<file path="src/hw/rtl/u8dec_pkg.sv">
// Shared types and constants of the streaming UTF-8 validating decoder.
package u8dec_pkg;

  // Result status codes
  typedef enum logic [1:0] {
    ST_NONE = 2'd0,
    ST_CHAR = 2'd1,
    ST_ERR  = 2'd2
  } status_e;

  // Range rule applied to the next continuation byte
  typedef enum logic [2:0] {
    RULE_ANY = 3'd0,  // 80..BF
    RULE_E0  = 3'd1,  // A0..BF
    RULE_ED  = 3'd2,  // 80..9F
    RULE_F0  = 3'd3,  // 90..BF
    RULE_F4  = 3'd4   // 80..8F
  } rule_e;

  // Lead byte boundaries
  localparam logic [7:0] LEAD2_MIN = 8'hC2;
  localparam logic [7:0] LEAD2_MAX = 8'hDF;
  localparam logic [7:0] LEAD3_MIN = 8'hE0;
  localparam logic [7:0] LEAD3_SUR = 8'hED;
  localparam logic [7:0] LEAD3_MAX = 8'hEF;
  localparam logic [7:0] LEAD4_MIN = 8'hF0;
  localparam logic [7:0] LEAD4_MAX = 8'hF4;

  // Continuation byte boundaries
  localparam logic [7:0] CONT_MIN    = 8'h80;
  localparam logic [7:0] CONT_MAX    = 8'hBF;
  localparam logic [7:0] CONT_E0_MIN = 8'hA0;
  localparam logic [7:0] CONT_ED_MAX = 8'h9F;
  localparam logic [7:0] CONT_F0_MIN = 8'h90;
  localparam logic [7:0] CONT_F4_MAX = 8'h8F;

  // Largest scalar value
  localparam logic [20:0] CP_LIMIT = 21'h10FFFF;

  // Per-string decode state, apart from the offset counters
  typedef struct packed {
    logic [1:0]  pending;
    logic [2:0]  seq_len;
    logic [20:0] partial;
    rule_e       rule;
    logic        failed;
  } dec_state_t;

  // Result of one byte, apart from the offset
  typedef struct packed {
    status_e     status;
    logic [20:0] codepoint;
    logic [2:0]  char_width;
    logic [31:0] char_total;
    logic        string_end;
  } dec_res_t;

endpackage

</file>
<file path="src/hw/rtl/utf8_stream_validator_decoder_unit.sv">
// Streaming strict UTF-8 validator and decoder, one byte per transfer.
// Takes one byte per clock and gives one result per byte, registered for the cycle after the
// byte's transfer; with the output side always ready it sustains one byte per cycle. The
// single result register refills in the same cycle that it is drained, so the input
// stalls only while a result waits unclaimed. Each result carries a status (pending,
// character completed, or error), the code point and byte width of a completed
// character, the start offset of that character or of the failing sequence, the running
// character count and a flag for the final byte of the string. After the first error
// the rest of the string gives pending results; all state clears after the final byte.
module utf8_stream_validator_decoder_unit #(
  parameter int OFFSET_BITS = 32
) (
  input  logic                 clk_i,
  input  logic                 rst_ni,
  input  logic                 in_valid_i,
  output logic                 in_ready_o,
  input  logic [7:0]           byte_in_i,
  input  logic                 last_i,
  output logic                 out_valid_o,
  input  logic                 out_ready_i,
  output u8dec_pkg::status_e   status_o,
  output logic [20:0]          codepoint_o,
  output logic [2:0]           char_width_o,
  output logic [31:0]          char_offset_o,
  output logic [31:0]          char_total_o,
  output logic                 string_end_o
);
  import u8dec_pkg::*;

  dec_state_t             state_q, state_d;
  logic [OFFSET_BITS-1:0] byte_pos_q, byte_pos_d;
  logic [OFFSET_BITS-1:0] seq_start_q, seq_start_d;
  logic [31:0]            chars_q, chars_d;
  dec_res_t               res_q, res_d;
  logic [OFFSET_BITS-1:0] offset_q, offset_d;
  logic                   out_valid_q;
  logic                   in_xfer;

  // Accept whenever the result register is empty or drains this cycle
  assign in_ready_o = !out_valid_q || out_ready_i;
  assign in_xfer    = in_valid_i && in_ready_o;

  u8dec_step #(
    .OFFSET_BITS(OFFSET_BITS)
  ) u_step (
    .byte_in_i  (byte_in_i),
    .last_i     (last_i),
    .state_i    (state_q),
    .byte_pos_i (byte_pos_q),
    .seq_start_i(seq_start_q),
    .chars_i    (chars_q),
    .state_o    (state_d),
    .byte_pos_o (byte_pos_d),
    .seq_start_o(seq_start_d),
    .chars_o    (chars_d),
    .res_o      (res_d),
    .offset_o   (offset_d)
  );

  // Decode state and result valid
  always_ff @(posedge clk_i or negedge rst_ni) begin
    if (!rst_ni) begin
      state_q     <= '0;
      byte_pos_q  <= '0;
      seq_start_q <= '0;
      chars_q     <= '0;
      out_valid_q <= 1'b0;
    end else begin
      if (in_xfer) begin
        state_q     <= state_d;
        byte_pos_q  <= byte_pos_d;
        seq_start_q <= seq_start_d;
        chars_q     <= chars_d;
      end
      if (in_xfer) begin
        out_valid_q <= 1'b1;
      end else if (out_ready_i) begin
        out_valid_q <= 1'b0;
      end
    end
  end

  // Result payload
  always_ff @(posedge clk_i) begin
    if (in_xfer) begin
      res_q    <= res_d;
      offset_q <= offset_d;
    end
  end

  // Low 32 bits of the offset, zero-extended for narrow counters
  generate
    if (OFFSET_BITS >= 32) begin : g_off_wide
      assign char_offset_o = offset_q[31:0];
    end else begin : g_off_narrow
      assign char_offset_o = {{(32-OFFSET_BITS){1'b0}}, offset_q};
    end
  endgenerate

  assign out_valid_o  = out_valid_q;
  assign status_o     = res_q.status;
  assign codepoint_o  = res_q.codepoint;
  assign char_width_o = res_q.char_width;
  assign char_total_o = res_q.char_total;
  assign string_end_o = res_q.string_end;

endmodule

</file>
<file path="src/hw/rtl/u8dec_step.sv">
// Next-state and result logic for one byte of the UTF-8 decoder.
module u8dec_step #(
  parameter int OFFSET_BITS = 32
) (
  input  logic [7:0]             byte_in_i,
  input  logic                   last_i,
  input  u8dec_pkg::dec_state_t  state_i,
  input  logic [OFFSET_BITS-1:0] byte_pos_i,
  input  logic [OFFSET_BITS-1:0] seq_start_i,
  input  logic [31:0]            chars_i,
  output u8dec_pkg::dec_state_t  state_o,
  output logic [OFFSET_BITS-1:0] byte_pos_o,
  output logic [OFFSET_BITS-1:0] seq_start_o,
  output logic [31:0]            chars_o,
  output u8dec_pkg::dec_res_t    res_o,
  output logic [OFFSET_BITS-1:0] offset_o
);
  import u8dec_pkg::*;

  logic cont_ok;
  logic err;
  logic [1:0] pend_dec;

  // Range check on a continuation byte under the current rule
  always_comb begin
    case (state_i.rule)
      RULE_E0: cont_ok = byte_in_i inside {[CONT_E0_MIN:CONT_MAX]};
      RULE_ED: cont_ok = byte_in_i inside {[CONT_MIN:CONT_ED_MAX]};
      RULE_F0: cont_ok = byte_in_i inside {[CONT_F0_MIN:CONT_MAX]};
      RULE_F4: cont_ok = byte_in_i inside {[CONT_MIN:CONT_F4_MAX]};
      default: cont_ok = byte_in_i inside {[CONT_MIN:CONT_MAX]};
    endcase
  end

  assign pend_dec = state_i.pending - 2'd1;

  // Decode step
  always_comb begin
    state_o     = state_i;
    seq_start_o = seq_start_i;
    chars_o     = chars_i;
    err         = 1'b0;
    res_o.status     = ST_NONE;
    res_o.codepoint  = '0;
    res_o.char_width = '0;
    offset_o         = '0;

    if (state_i.failed) begin
      // bytes ignored until the end of the string
    end else if (state_i.pending == 2'd0) begin
      seq_start_o = byte_pos_i;
      state_o.rule = RULE_ANY;
      if (!byte_in_i[7]) begin
        res_o.status     = ST_CHAR;
        res_o.codepoint  = {13'd0, byte_in_i};
        res_o.char_width = 3'd1;
        offset_o         = byte_pos_i;
      end else if (byte_in_i inside {[LEAD2_MIN:LEAD2_MAX]}) begin
        state_o.seq_len = 3'd2;
        state_o.pending = 2'd1;
        state_o.partial = {16'd0, byte_in_i[4:0]};
        err = last_i;
      end else if (byte_in_i inside {[LEAD3_MIN:LEAD3_MAX]}) begin
        state_o.seq_len = 3'd3;
        state_o.pending = 2'd2;
        state_o.partial = {17'd0, byte_in_i[3:0]};
        if (byte_in_i == LEAD3_MIN) begin
          state_o.rule = RULE_E0;
        end else if (byte_in_i == LEAD3_SUR) begin
          state_o.rule = RULE_ED;
        end
        err = last_i;
      end else if (byte_in_i inside {[LEAD4_MIN:LEAD4_MAX]}) begin
        state_o.seq_len = 3'd4;
        state_o.pending = 2'd3;
        state_o.partial = {18'd0, byte_in_i[2:0]};
        if (byte_in_i == LEAD4_MIN) begin
          state_o.rule = RULE_F0;
        end else if (byte_in_i == LEAD4_MAX) begin
          state_o.rule = RULE_F4;
        end
        err = last_i;
      end else begin
        err = 1'b1;
      end
    end else if (!cont_ok) begin
      err = 1'b1;
    end else begin
      state_o.partial = {state_i.partial[14:0], byte_in_i[5:0]};
      state_o.rule    = RULE_ANY;
      state_o.pending = pend_dec;
      if (pend_dec == 2'd0) begin
        res_o.status     = ST_CHAR;
        res_o.codepoint  = state_o.partial;
        res_o.char_width = state_i.seq_len;
        offset_o         = seq_start_i;
        state_o.seq_len  = 3'd0;
        state_o.partial  = '0;
      end else begin
        err = last_i;
      end
    end

    // Error reporting, or character count update
    if (err) begin
      res_o.status     = ST_ERR;
      res_o.codepoint  = '0;
      res_o.char_width = '0;
      offset_o         = seq_start_o;
      state_o.failed   = 1'b1;
      state_o.pending  = '0;
      state_o.seq_len  = '0;
      state_o.partial  = '0;
      state_o.rule     = RULE_ANY;
    end else if (res_o.status == ST_CHAR && chars_i != '1) begin
      chars_o = chars_i + 32'd1;
    end

    res_o.char_total = chars_o;
    res_o.string_end = last_i;

    // Saturating byte offset
    byte_pos_o = (byte_pos_i != '1) ? byte_pos_i + 1'b1 : byte_pos_i;

    // Final byte returns all state to reset
    if (last_i) begin
      state_o     = '0;
      seq_start_o = '0;
      chars_o     = '0;
      byte_pos_o  = '0;
    end
  end

endmodule

</file>
<file path="config.mk">
export PLATFORM = sky130hd
export DESIGN_NAME = utf8_stream_validator_decoder_unit
export DESIGN_NICKNAME = d
export VERILOG_FILES = /design/src/hw/rtl/u8dec_pkg.sv /design/src/hw/rtl/utf8_stream_validator_decoder_unit.sv /design/src/hw/rtl/u8dec_step.sv
export SDC_FILE = /design/constraint.sdc
export NUM_CORES = 1
export LEC_CHECK = 0
export BUFFER_PORTS_ARGS = -buffer_cell sky130_fd_sc_hd__buf_2
export CAP_MARGIN = 30
export CELL_PAD_IN_SITES_DETAIL_PLACEMENT = 0
export CELL_PAD_IN_SITES_GLOBAL_PLACEMENT = 2
export CORE_ASPECT_RATIO = 1.5
export CORE_MARGIN = 4
export CORE_UTILIZATION = 25
export DETAILED_ROUTE_END_ITERATION = 10
export PLACE_DENSITY_LB_ADDON = 0.08
export SETUP_SLACK_MARGIN = 0.2
export SLEW_MARGIN = 0
export SYNTH_ARGS = -nofsm -noshare
export SYNTH_HDL_FRONTEND = slang
export SYNTH_SLANG_ARGS = --single-unit
</file>
<file path="constraint.sdc">
create_clock -name clk_i -period 5.35 [get_ports clk_i]
set_input_delay 1.605 -clock clk_i [delete_from_list [all_inputs] [get_ports clk_i]]
set_output_delay 1.605 -clock clk_i [all_outputs]
set_load 0.05 [all_outputs]
</file>
==> impl_metrics.xml, run 1 <==
<?xml version="1.0" encoding="UTF-8"?>
<metrics>
  <group name="clock_tree">
    <metric name="clock_insertion_delay_at_the_later_pin_of_the_skew_report" unit="ns">0.55</metric>
    <metric name="tritoncts" unit="">built</metric>
    <metric name="post_cts_buffers" unit="">0</metric>
    <metric name="htreeDepth" unit="">1</metric>
    <metric name="holdBufCountCts" unit="">0</metric>
    <metric name="clock_tree.buffer_depth" unit="">3</metric>
    <metric name="post_cts_resize_count" unit="">0</metric>
    <metric name="cts_root_buf" unit="">clkbuf_16</metric>
    <metric name="clock_sink_count" unit="">212</metric>
    <metric name="cts.clk_slew.worst_paths" unit="ns">0.07</metric>
    <metric name="cts_buffers" unit="">25</metric>
  </group>
  <group name="worst_setup_path">
    <metric name="cp_max_fo" unit="">19</metric>
    <metric name="slowest_cell_on_the_critical_path" unit="">a211o_1</metric>
    <metric name="critPathRequiredTime" unit="ns">5.63</metric>
    <metric name="worstSetupEndpoint" unit="">char_total_o[23]$_DFFE_PP_</metric>
    <metric name="critPathArrivalTime" unit="ns">4.16</metric>
    <metric name="critical_path.endpoint_type" unit="">flop</metric>
    <metric name="type_of_the_worst_setup_path" unit="">input pin to flop</metric>
    <metric name="regToRegSetupSlack" unit="ns">2.29</metric>
    <metric name="path_cells" unit="">buf_2 &gt; nor2_1 &gt; and3_1 &gt; or4_1 &gt; buf_4 &gt; a211o_1 &gt; or4_4 &gt; xnor2_1</metric>
    <metric name="worstRegToRegCells" unit="">6</metric>
    <metric name="reg_to_reg_start" unit="">state_q[29]$_DFFE_PN0P_</metric>
    <metric name="critical_path.max_stage_delay" unit="ns">0.59</metric>
    <metric name="worstSetupStartpoint" unit="">byte_in_i[5]</metric>
    <metric name="regToRegEndpoint" unit="">char_total_o[23]$_DFFE_PP_</metric>
    <metric name="startpoint_type" unit="">input pin</metric>
  </group>
  <group name="layout">
    <metric name="syn_to_final_growth" unit="%">19.4</metric>
    <metric name="n_antenna_cell" unit="">0</metric>
    <metric name="fill_cell_instance_count_of_the_final_layout" unit="">4456</metric>
    <metric name="post_layout_nets" unit="">1179</metric>
    <metric name="finish.utilization" unit="%">30.4</metric>
    <metric name="post_route_cells_drive_above_1_share" unit="%">17.5</metric>
    <metric name="stdcell_count" unit="">1747</metric>
  </group>
  <group name="floorplan">
    <metric name="rows" unit="">92</metric>
    <metric name="ios" unit="">106</metric>
    <metric name="die_boundary_width" unit="um">177</metric>
    <metric name="die_area" unit="sq um">46400</metric>
    <metric name="dieHeight" unit="um">262</metric>
    <metric name="initial_standard_cell_utilization_of_the_core" unit="%">25.4</metric>
    <metric name="core-area" unit="sq um">42200</metric>
  </group>
  <group name="power">
    <metric name="leakage" unit="nW">5.12</metric>
    <metric name="sequentialPowerShare" unit="%">43.4</metric>
    <metric name="netSwitchingFraction" unit="%">32.0</metric>
    <metric name="power.internal" unit="mW">3.20</metric>
    <metric name="switchingPower" unit="mW">1.51</metric>
    <metric name="power.density_cell_area" unit="nW/um^2">367</metric>
    <metric name="power.ir.vdd_worst" unit="uV">203</metric>
    <metric name="combinationalPowerShare" unit="%">17.3</metric>
    <metric name="clock_power_share" unit="%">39.3</metric>
  </group>
  <group name="synthesis">
    <metric name="count_of_flip_flops_with_a_built_in_enable_after_synthesis" unit="">91</metric>
    <metric name="synth_largest_type_area_fraction" unit="%">28.2</metric>
    <metric name="mappedNetlistNets" unit="">1108</metric>
    <metric name="synthTopCellsByArea" unit="">dfrtp_1, edfxtp_1, nand2_1, nor2_1, a222oi_1</metric>
    <metric name="ranking_of_synthesized_cells_by_instance_count" unit="">nand2_1, dfrtp_1, edfxtp_1</metric>
    <metric name="synth.avg_cell_area" unit="sq um">9.83</metric>
    <metric name="synth_flop_cell" unit="">dfrtp_1</metric>
    <metric name="ys_ff_latch" unit="">212</metric>
    <metric name="synth_top_area_cell" unit="">dfrtp_1</metric>
    <metric name="synth-async-reset-ratio" unit="%">57.1</metric>
    <metric name="synthCells" unit="">1093</metric>
    <metric name="synth_sequential_area_ratio" unit="%">53.6</metric>
    <metric name="synth-warning-count" unit="">0</metric>
    <metric name="netlist-cell-type-count" unit="">72</metric>
    <metric name="netlist_area" unit="sq um">10700</metric>
    <metric name="synth.most_common_cell" unit="">nand2_1</metric>
  </group>
  <group name="sta">
    <metric name="fmaxAchievable" unit="MHz">258</metric>
    <metric name="final-max-slew-violation-count" unit="">0</metric>
    <metric name="layout_worst_path_cycle_share" unit="%">72.5</metric>
    <metric name="fin_setup_tns" unit="ns">0</metric>
    <metric name="setup_viol" unit="">0</metric>
    <metric name="fin_skew" unit="ns">0.0270</metric>
    <metric name="unrepaired_setup_endpoints_after_global_routing" unit="">no</metric>
    <metric name="slew_headroom" unit="%">34.8</metric>
    <metric name="final_hold_viol_count" unit="">0</metric>
    <metric name="worst_slew_pin_slew" unit="ns">0.976</metric>
    <metric name="min_period" unit="ns">3.88</metric>
  </group>
  <group name="worst_hold_path">
    <metric name="hold_class" unit="">flop to flop</metric>
  </group>
  <group name="routing">
    <metric name="first_pass_iters" unit="">6</metric>
    <metric name="post_route_drc_violation_count" unit="">0</metric>
    <metric name="route.antenna.remaining_nets" unit="">0</metric>
    <metric name="via_per_inst" unit="">4.97</metric>
    <metric name="detailedRoute.firstIterationViolations" unit="">627</metric>
    <metric name="detail_route.wl_per_cell" unit="um">20.3</metric>
    <metric name="routed_wirelength" unit="um">35400</metric>
    <metric name="routed-via-count" unit="">8687</metric>
  </group>
  <group name="place">
    <metric name="dp_hpwl" unit="um">22500</metric>
    <metric name="buffer_ports.inserted" unit="">105</metric>
    <metric name="gp_routability_congestion" unit="">0.744</metric>
    <metric name="dp.cells" unit="">1701</metric>
  </group>
  <group name="grt">
    <metric name="globalRouteOverflowTotal" unit="">0</metric>
    <metric name="number_of_global_route_vias_before_repair" unit="">8913</metric>
    <metric name="antenna_found_initial" unit="">0</metric>
    <metric name="grt_max_degree" unit="">77</metric>
    <metric name="globalRouteTotalUtil" unit="%">15.2</metric>
    <metric name="grt_first_pass_wirelength" unit="um">55600</metric>
  </group>
  <group name="outcome">
    <metric name="status" unit="">complete, no violations</metric>
  </group>
  <group name="flow_run">
    <metric name="max_cap_violations" unit="">0</metric>
  </group>
</metrics>
[power groups by stage]
stage	Clock, mW	Combinational [mW]	Sequential (mW)
after floorplan	0	0.448	2.15
after global placement	0	0.822	2.08
after detailed placement	0	0.833	2.08
after CTS	1.95	0.834	2.04
after global routing	1.98	0.894	2.07
final	1.85	0.813	2.04
[worst max-delay path, delay by kind of cell]
family | cells | cell delay [ns]
simple gates | 4 | 1.39
compound gates | 1 | 0.59
buf+inv | 2 | 0.41
xor+xnor | 1 | 0.14
[logic make-up (layout without fill, tap and decap cells)]
family                     count (synthesis)  count (layout)  share of synthesized area, %
and+or+nand+nor                          472             472                          20.9
xor gates and xnor gates                  53              53                          4.32
muxes                                      3               3                         0.303
adders and majority gates                  2               2                         0.233
DFF                                      212             212                          53.6
AOI/OAI and AO/OA                        237             237                          16.5
buffers and inverters                    114             204                          4.15
[final cells by class]
cell class,count,area [sq um],area share (%)
sequential,212,5760,44.9
multi-input combinational,767,4580,35.7
timing repair buffer,136,818,6.38
tap,564,706,5.50
clock buffer,28,647,5.04
clock inverter,18,223,1.74
inverter,22,85.1,0.663
[cell usage in the layout, fill, tap and decap left out, types with 26 or more instances in the layout]
cell type,instances
nand2_1,193
dfrtp_1,120
buf_2,104
edfxtp_1,91
nor2_1,86
o21ai_0,56
a22oi_1,38
xnor2_1,32
a222oi_1,32
buf_4,28
nand4_1,26
[metal layers]
metal	part of all wire [%]	up-vias	GRT usage [%]
met5	0	-	0
met4	1.4	0	3.23
met3	3.6	34	1.78
met2	53	173	28.6
met1	42	4315	18.5
li1	-	4165	-
[how the worst min path moves through the flow]
stage                                  from                      end  slack, ns  depth (start not counted)
floorplan           state_q[26]$_DFFE_PN0P_  state_q[26]$_DFFE_PN0P_       0.44                          2
global placement    state_q[27]$_DFFE_PN0P_  state_q[27]$_DFFE_PN0P_       0.47                          2
detailed placement  state_q[27]$_DFFE_PN0P_  state_q[27]$_DFFE_PN0P_       0.47                          2
CTS                 state_q[27]$_DFFE_PN0P_  state_q[27]$_DFFE_PN0P_       0.49                          2
global route        state_q[27]$_DFFE_PN0P_  state_q[27]$_DFFE_PN0P_       0.51                          2
finish              state_q[27]$_DFFE_PN0P_  state_q[27]$_DFFE_PN0P_       0.49                          2
[flip-flops by register name (all words and copies together) (netlist names)]
signal	count
out_valid_o	1
state_q	24
char_width_o	3
char_total_o	32
char_offset_o	32
byte_pos_q	32
chars_q	32
seq_start_q	32
status_o	2
codepoint_o	21
string_end_o	1
[stage by stage]
| step | instance area, sq um | power [mW] | setup WS, ns | hold WS (ns) |
|---|---|---|---|---|
| finish | 12800 | 4.71 | 1.47 | 0.485 |
| global route | 12800 | 4.95 | 1.38 | 0.509 |
| CTS | 12800 | 4.82 | 1.49 | 0.490 |
| detailed placement | 12000 | 2.91 | 0.906 | 0.474 |
| global placement | 11900 | 2.90 | 0.922 | 0.467 |
| floorplan | 10700 | 2.60 | 0.969 | 0.440 |
No activity file was read; power rests on OpenSTA's default activity.
==> run 2, diff against run 1 <==
==> constraint.sdc (replaced) <==
create_clock -name clk_i -period 3.7 [get_ports clk_i]
set_input_delay 1.11 -clock clk_i [delete_from_list [all_inputs] [get_ports clk_i]]
set_output_delay 1.11 -clock clk_i [all_outputs]
set_load 0.05 [all_outputs]
==> impl_metrics.xml, run 2 (same netlist as run 1, synthesis figures left out) <==
<?xml version="1.0" encoding="UTF-8"?>
<metrics>
  <group name="floorplan">
    <metric name="dieHeight" unit="um">262</metric>
    <metric name="die_area" unit="sq um">46400</metric>
    <metric name="initial_standard_cell_utilization_of_the_core" unit="%">25.4</metric>
    <metric name="core-area" unit="sq um">42200</metric>
    <metric name="rows" unit="">92</metric>
    <metric name="die_boundary_width" unit="um">177</metric>
    <metric name="ios" unit="">106</metric>
  </group>
  <group name="routing">
    <metric name="first_pass_iters" unit="">8</metric>
    <metric name="routed_wirelength" unit="um">35600</metric>
    <metric name="post_route_drc_violation_count" unit="">0</metric>
    <metric name="via_per_inst" unit="">4.95</metric>
    <metric name="detailedRoute.firstIterationViolations" unit="">611</metric>
    <metric name="routed-via-count" unit="">8787</metric>
    <metric name="route.antenna.remaining_nets" unit="">0</metric>
    <metric name="detail_route.wl_per_cell" unit="um">20.1</metric>
  </group>
  <group name="worst_setup_path">
    <metric name="worstSetupEndpoint" unit="">char_total_o[7]$_DFFE_PP_</metric>
    <metric name="worstSetupStartpoint" unit="">byte_in_i[5]</metric>
    <metric name="critical_path.max_stage_delay" unit="ns">0.52</metric>
    <metric name="slowest_cell_on_the_critical_path" unit="">or4_1</metric>
    <metric name="critical_path_cell_count" unit="">9</metric>
    <metric name="type_of_the_worst_setup_path" unit="">input pin to flop</metric>
    <metric name="critical_path.endpoint_type" unit="">flop</metric>
    <metric name="regToRegEndpoint" unit="">char_total_o[7]$_DFFE_PP_</metric>
    <metric name="critPathMostFrequentCell" unit="">buf_4</metric>
    <metric name="reg_to_reg_start" unit="">state_q[29]$_DFFE_PN0P_</metric>
    <metric name="path_cells" unit="">buf_2 &gt; nor2_1 &gt; and3_1 &gt; or4_1 &gt; buf_4 &gt; a211o_1 &gt; buf_4 &gt; nor3_1 &gt; xor2_1</metric>
    <metric name="startpoint_type" unit="">input pin</metric>
    <metric name="cp_max_fo" unit="">11</metric>
    <metric name="critPathRequiredTime" unit="ns">3.97</metric>
    <metric name="worstRegToRegCells" unit="">7</metric>
    <metric name="regToRegSetupSlack" unit="ns">1.00</metric>
    <metric name="critPathArrivalTime" unit="ns">3.16</metric>
    <metric name="crit_buf_inv" unit="">3</metric>
    <metric name="cpLargestDelayFamily" unit="">simple AND/OR/NAND/NOR gates</metric>
  </group>
  <group name="clock_tree">
    <metric name="cts.clk_slew.worst_paths" unit="ns">0.06</metric>
    <metric name="cts_root_buf" unit="">clkbuf_16</metric>
    <metric name="htreeDepth" unit="">1</metric>
    <metric name="cts_buffers" unit="">24</metric>
    <metric name="clock_tree.buffer_depth" unit="">3</metric>
    <metric name="post_cts_resize_count" unit="">0</metric>
    <metric name="clock_insertion_delay_at_the_later_pin_of_the_skew_report" unit="ns">0.54</metric>
    <metric name="tritoncts" unit="">built</metric>
    <metric name="clock_sink_count" unit="">212</metric>
    <metric name="post_cts_buffers" unit="">0</metric>
    <metric name="holdBufCountCts" unit="">0</metric>
  </group>
  <group name="power">
    <metric name="leakage" unit="nW">5.24</metric>
    <metric name="power.ir.vdd_worst" unit="uV">273</metric>
    <metric name="power.density_cell_area" unit="nW/um^2">516</metric>
  </group>
  <group name="place">
    <metric name="dp.cells" unit="">1730</metric>
    <metric name="gp_routability_congestion" unit="">0.764</metric>
    <metric name="buffer_ports.inserted" unit="">105</metric>
    <metric name="dp_hpwl" unit="um">23300</metric>
  </group>
  <group name="worst_hold_path">
    <metric name="hold_class" unit="">flop to flop</metric>
  </group>
  <group name="layout">
    <metric name="fill_cell_instance_count_of_the_final_layout" unit="">4390</metric>
    <metric name="finish.utilization" unit="%">30.8</metric>
    <metric name="syn_to_final_growth" unit="%">21.2</metric>
    <metric name="n_antenna_cell" unit="">0</metric>
    <metric name="post_layout_nets" unit="">1207</metric>
    <metric name="stdcell_count" unit="">1774</metric>
    <metric name="layout.cells.most_common" unit="">nand2_1</metric>
    <metric name="post_route_cells_drive_above_1_share" unit="%">18.9</metric>
    <metric name="layout.cells.most_common_list" unit="">nand2_1, dfrtp_1, buf_2</metric>
  </group>
  <group name="sta">
    <metric name="slew_headroom" unit="%">50.4</metric>
    <metric name="setup_viol" unit="">0</metric>
    <metric name="layout_worst_path_cycle_share" unit="%">78.3</metric>
    <metric name="fin_setup_tns" unit="ns">0</metric>
    <metric name="min_period" unit="ns">2.90</metric>
    <metric name="fmaxAchievable" unit="MHz">345</metric>
    <metric name="final_hold_viol_count" unit="">0</metric>
    <metric name="final-max-slew-violation-count" unit="">0</metric>
    <metric name="fin_skew" unit="ns">0.0174</metric>
    <metric name="unrepaired_setup_endpoints_after_global_routing" unit="">no</metric>
    <metric name="worst_slew_pin_slew" unit="ns">0.737</metric>
  </group>
  <group name="grt">
    <metric name="number_of_global_route_vias_before_repair" unit="">9249</metric>
    <metric name="grt_first_pass_wirelength" unit="um">56900</metric>
    <metric name="antenna_found_initial" unit="">0</metric>
    <metric name="globalRouteTotalUtil" unit="%">15.5</metric>
    <metric name="grt_max_degree" unit="">56</metric>
    <metric name="globalRouteOverflowTotal" unit="">0</metric>
  </group>
  <group name="outcome">
    <metric name="status" unit="">complete, no violations</metric>
  </group>
  <group name="flow_run">
    <metric name="max_cap_violations" unit="">0</metric>
  </group>
</metrics>
==> run 2: how the worst min path moves through the flow <==
| stage | from | endpoint | cells after the start |
|---|---|---|---|
| after floorplan | state_q[26]$_DFFE_PN0P_ | state_q[26]$_DFFE_PN0P_ | 2 |
| after global placement | state_q[6]$_DFFE_PN0P_ | state_q[12]$_DFFE_PN0P_ | 1 |
| after detailed placement | state_q[26]$_DFFE_PN0P_ | state_q[26]$_DFFE_PN0P_ | 2 |
| after CTS | state_q[26]$_DFFE_PN0P_ | state_q[26]$_DFFE_PN0P_ | 2 |
| after global routing | state_q[13]$_DFFE_PN0P_ | state_q[13]$_DFFE_PN0P_ | 1 |
| final | state_q[26]$_DFFE_PN0P_ | state_q[26]$_DFFE_PN0P_ | 2 |
==> run 2: layout make-up <==
type                       instances  area, sq um  area share, %
tap                              564          706           5.42
clock inverter                    10          121          0.933
sequential                       212         5760           44.3
inverter                          22         85.1          0.654
multi-input combinational        767         4580           35.2
clock buffer                      34          699           5.37
timing repair buffer             165         1070           8.19
==> run 2: per-stage QoR <==
stage / power, mW / cell area, sq um / setup WS (ns) / hold WS [ns]
5_1_grt: 7.08 / 13000 / 0.692 / 0.511
3_3_place_gp: 4.24 / 12200 / 0.271 / 0.473
2_1_floorplan: 3.76 / 10700 / 0.213 / 0.440
4_1_cts: 6.86 / 13000 / 0.827 / 0.487
3_5_place_dp: 4.25 / 12200 / 0.264 / 0.473
6_report: 6.72 / 13000 / 0.803 / 0.491
==> run 2: worst register-to-register path: stages, from the launching register on <==
cell and delay (ns):
dfrtp_1 0.52, nand2b_1 0.30, or4_1 0.49, buf_4 0.19, a211o_1 0.35, buf_4 0.20, nor3_1 0.29, xor2_1 0.10
==> run 2: power breakdown <==
part / internal (mW) / total, mW / switching, mW
sequential: 2.69 / 2.94 / 0.249
clock: 1.52 / 2.54 / 1.02
combinational: 0.358 / 1.23 / 0.875
==> run 2: layer usage <==
metal / up-vias / wire length [um] / track usage, %
met1: 4363 / 15100 / 19.4
met3: 35 / 1250 / 1.61
met2: 173 / 18600 / 28.4
met5: - / 0 / 0
met4: 0 / 659 / 3.76
li1: 4216 / - / -
==> run 3, diff against run 2 <==
--- a/config.mk
+++ b/config.mk
@@ -5,6 +5,7 @@
 export SDC_FILE = /design/constraint.sdc
 export NUM_CORES = 1
 export LEC_CHECK = 0
+export ABC_AREA = 1
 export BUFFER_PORTS_ARGS = -buffer_cell sky130_fd_sc_hd__buf_2
 export CAP_MARGIN = 30
 export CELL_PAD_IN_SITES_DETAIL_PLACEMENT = 0
==> constraint.sdc (replaced) <==
create_clock -name clk_i -period 2.4 [get_ports clk_i]
set_input_delay 0.72 -clock clk_i [delete_from_list [all_inputs] [get_ports clk_i]]
set_output_delay 0.72 -clock clk_i [all_outputs]
set_load 0.05 [all_outputs]
==> impl_metrics.xml, run 3 <==
<?xml version="1.0" encoding="UTF-8"?>
<metrics>
  <group name="outcome">
    <metric name="status" unit="">complete, no violations</metric>
  </group>
  <group name="synthesis">
    <metric name="synth-warning-count" unit="">0</metric>
    <metric name="mappedNetlistNets" unit="">1313</metric>
    <metric name="ranking_of_synthesized_cells_by_instance_count" unit="">nand2_1, dfrtp_1, inv_1</metric>
    <metric name="synth_flop_cell" unit="">dfrtp_1</metric>
    <metric name="synth_top_area_cell" unit="">dfrtp_1</metric>
    <metric name="synth.most_common_cell" unit="">nand2_1</metric>
    <metric name="synth-async-reset-ratio" unit="%">57.1</metric>
    <metric name="synthCells" unit="">1298</metric>
    <metric name="synth_sequential_area_ratio" unit="%">51.6</metric>
    <metric name="synth_largest_type_area_fraction" unit="%">27.1</metric>
    <metric name="count_of_flip_flops_with_a_built_in_enable_after_synthesis" unit="">91</metric>
    <metric name="synth.avg_cell_area" unit="sq um">8.60</metric>
    <metric name="netlist_area" unit="sq um">11200</metric>
    <metric name="netlist-cell-type-count" unit="">40</metric>
    <metric name="synthTopCellsByArea" unit="">dfrtp_1, edfxtp_1, nand2_1, o21ai_0, inv_1</metric>
    <metric name="ys_ff_latch" unit="">212</metric>
  </group>
  <group name="floorplan">
    <metric name="die_boundary_width" unit="um">181</metric>
    <metric name="initial_standard_cell_utilization_of_the_core" unit="%">25.4</metric>
    <metric name="core-area" unit="sq um">44000</metric>
    <metric name="ios" unit="">106</metric>
    <metric name="rows" unit="">94</metric>
    <metric name="die_area" unit="sq um">48200</metric>
    <metric name="dieHeight" unit="um">267</metric>
  </group>
  <group name="worst_setup_path">
    <metric name="cpLargestDelayFamily" unit="">simple AND/OR/NAND/NOR gates</metric>
    <metric name="critPathRequiredTime" unit="ns">2.68</metric>
    <metric name="crit_buf_inv" unit="">2</metric>
    <metric name="startpoint_type" unit="">flop</metric>
    <metric name="slowest_cell_on_the_critical_path" unit="">dfrtp_2</metric>
    <metric name="critical_path.endpoint_type" unit="">flop</metric>
    <metric name="worstSetupStartpoint" unit="">chars_q[0]$_DFFE_PN0P_</metric>
    <metric name="critPathMostFrequentCell" unit="">nor2_4</metric>
    <metric name="type_of_the_worst_setup_path" unit="">flop to flop</metric>
    <metric name="cp_max_fo" unit="">26</metric>
    <metric name="path_cells" unit="">ha_1 &gt; inv_1 &gt; nor2_4 &gt; nand2_4 &gt; nor2_4 &gt; nand2_2 &gt; nand3_4 &gt; buf_12 &gt; o21ai_2</metric>
    <metric name="critical_path.max_stage_delay" unit="ns">0.41</metric>
    <metric name="reg_to_reg_start" unit="">chars_q[0]$_DFFE_PN0P_</metric>
    <metric name="critPathArrivalTime" unit="ns">2.33</metric>
  </group>
  <group name="layout">
    <metric name="n_antenna_cell" unit="">0</metric>
    <metric name="layout.cells.most_common" unit="">nand2_1</metric>
    <metric name="layout.cells.most_common_list" unit="">nand2_1, dfrtp_1, inv_1</metric>
    <metric name="stdcell_count" unit="">2033</metric>
    <metric name="finish.utilization" unit="%">31.1</metric>
    <metric name="syn_to_final_growth" unit="%">22.5</metric>
    <metric name="post_layout_nets" unit="">1452</metric>
    <metric name="layout.cell_area.non_filler" unit="sq um">13700</metric>
    <metric name="area.sequential" unit="sq um">5760</metric>
    <metric name="multiInputGateArea" unit="sq um">4640</metric>
    <metric name="fill_cell_instance_count_of_the_final_layout" unit="">4765</metric>
    <metric name="post_route_cells_drive_above_1_share" unit="%">22.2</metric>
  </group>
  <group name="place">
    <metric name="dp_hpwl" unit="um">26500</metric>
    <metric name="place_area" unit="sq um">12800</metric>
    <metric name="dp.cells" unit="">1984</metric>
    <metric name="gp_routability_congestion" unit="">0.790</metric>
    <metric name="buffer_ports.inserted" unit="">105</metric>
  </group>
  <group name="routing">
    <metric name="first_pass_iters" unit="">4</metric>
    <metric name="routed_wirelength" unit="um">37200</metric>
    <metric name="route.antenna.remaining_nets" unit="">0</metric>
    <metric name="detailedRoute.firstIterationViolations" unit="">487</metric>
    <metric name="via_per_inst" unit="">4.50</metric>
    <metric name="post_route_drc_violation_count" unit="">0</metric>
    <metric name="routed-via-count" unit="">9150</metric>
    <metric name="detail_route.wl_per_cell" unit="um">18.3</metric>
  </group>
  <group name="grt">
    <metric name="globalRouteTotalUtil" unit="%">15.2</metric>
    <metric name="globalRouteOverflowTotal" unit="">0</metric>
    <metric name="antenna_found_initial" unit="">0</metric>
    <metric name="grt_first_pass_wirelength" unit="um">57500</metric>
    <metric name="number_of_global_route_vias_before_repair" unit="">9538</metric>
    <metric name="gr-max-usage-layer" unit="">met2</metric>
    <metric name="grtUsageMet3" unit="%">1.72</metric>
    <metric name="grt_max_degree" unit="">78</metric>
    <metric name="grt_use_met2" unit="%">29.8</metric>
    <metric name="globalRouteMet1Util" unit="%">17.4</metric>
  </group>
  <group name="power">
    <metric name="post-layout-total-power" unit="mW">11.8</metric>
    <metric name="leakage" unit="nW">5.51</metric>
    <metric name="power.ir.vdd_worst" unit="uV">462</metric>
    <metric name="power.density_cell_area" unit="nW/um^2">861</metric>
  </group>
  <group name="clock_tree">
    <metric name="tritoncts" unit="">built</metric>
    <metric name="holdBufCountCts" unit="">0</metric>
    <metric name="cts.clk_slew.worst_paths" unit="ns">0.06</metric>
    <metric name="clock_insertion_delay_at_the_later_pin_of_the_skew_report" unit="ns">0.55</metric>
    <metric name="cts_root_buf" unit="">clkbuf_16</metric>
    <metric name="clock_sink_count" unit="">212</metric>
    <metric name="htreeDepth" unit="">1</metric>
    <metric name="cts_buffers" unit="">26</metric>
    <metric name="post_cts_buffers" unit="">0</metric>
    <metric name="clock_tree.buffer_depth" unit="">3</metric>
  </group>
  <group name="worst_hold_path">
    <metric name="hold_class" unit="">input pin to async pin</metric>
  </group>
  <group name="sta">
    <metric name="final_hold_viol_count" unit="">0</metric>
    <metric name="min_period" unit="ns">2.04</metric>
    <metric name="unrepaired_setup_endpoints_after_global_routing" unit="">no</metric>
    <metric name="fmaxAchievable" unit="MHz">489</metric>
    <metric name="setup_viol" unit="">0</metric>
    <metric name="slew_headroom" unit="%">65.3</metric>
    <metric name="fin_setup_tns" unit="ns">0</metric>
    <metric name="fin_skew" unit="ns">0.00980</metric>
    <metric name="final-max-slew-violation-count" unit="">0</metric>
    <metric name="layout_worst_path_cycle_share" unit="%">85.2</metric>
    <metric name="worst_slew_pin_slew" unit="ns">0.520</metric>
  </group>
  <group name="flow_run">
    <metric name="max_cap_violations" unit="">0</metric>
  </group>
</metrics>
run 3: cell count changes in the layout (fill, tap and decap cells not counted), sizes merged, moves of 21 or more:
cell	before	now
inv	21	122
nor4	23	2
o21ai	58	133
nand3	25	52
o22ai	2	52
nand2	195	402
and2	24	0
a222oi	32	0
a22oi	38	0
run 3: path summary, 6_finish.rpt:
path                                                    to  slack [ns]  depth (start not counted)
worst max-delay path            char_total_o[19]$_DFFE_PP_        0.36                          9
worst min-delay path               state_q[17]$_DFFE_PN0P_        0.08                          1
worst max register to register  char_total_o[19]$_DFFE_PP_        0.36                          9
worst min register to register     state_q[26]$_DFFE_PN0P_        0.47                          2
max in group asynchronous          chars_q[19]$_DFFE_PN0P_        1.74                          2
min in group clk_i                 out_valid_o$_DFFE_PN0P_        0.45                          4
run 3: routing by layer:
metal | wire length, um | up-vias
met5 | 0 | -
met1 | 14900 | 4389
met2 | 20400 | 122
li1 | - | 4594
met3 | 1110 | 45
met4 | 748 | 0
run 3: logic make-up after synthesis:
group	synth area share [%]
compound gates	12.4
xor+xnor	3.77
fa+ha+maj	0.224
buf+inv	6.86
flops	51.6
simple gates	25.2
run 3: area by class of cell:
type	count	area share, %
Sequential cell	212	42.2
Multi-Input combinational cell	905	34.0
Timing Repair Buffer	170	8.78
Clock buffer	41	5.77
Tap cell	576	5.27
Inverter	122	3.40
Clock inverter	7	0.641
run 3: power by group:
| part | total (mW) | leakage (nW) | switching (mW) | internal (mW) |
|---|---|---|---|---|
| Clock | 4.07 | 0.431 | 1.61 | 2.46 |
| Sequential | 4.44 | 2.57 | 0.154 | 4.28 |
| Combinational | 3.27 | 2.51 | 2.39 | 0.877 |
run 3: through the flow:
| step | hold WS [ns] | setup WS [ns] |
|---|---|---|
| finish | 0.0798 | 0.356 |
| global route | 0.0840 | 0.229 |
| CTS | 0.0683 | 0.231 |
| detailed placement | 0.458 | -0.124 |
| global placement | 0.459 | -0.0996 |
| floorplan | 0.424 | 0.270 |
run 3: what timing repair did:
action / CTS / global route
resized for setup: 2 / 8
cloned: 0 / 1
hold endpoints to repair: 0 / 0
setup endpoints to repair: 2 / 48
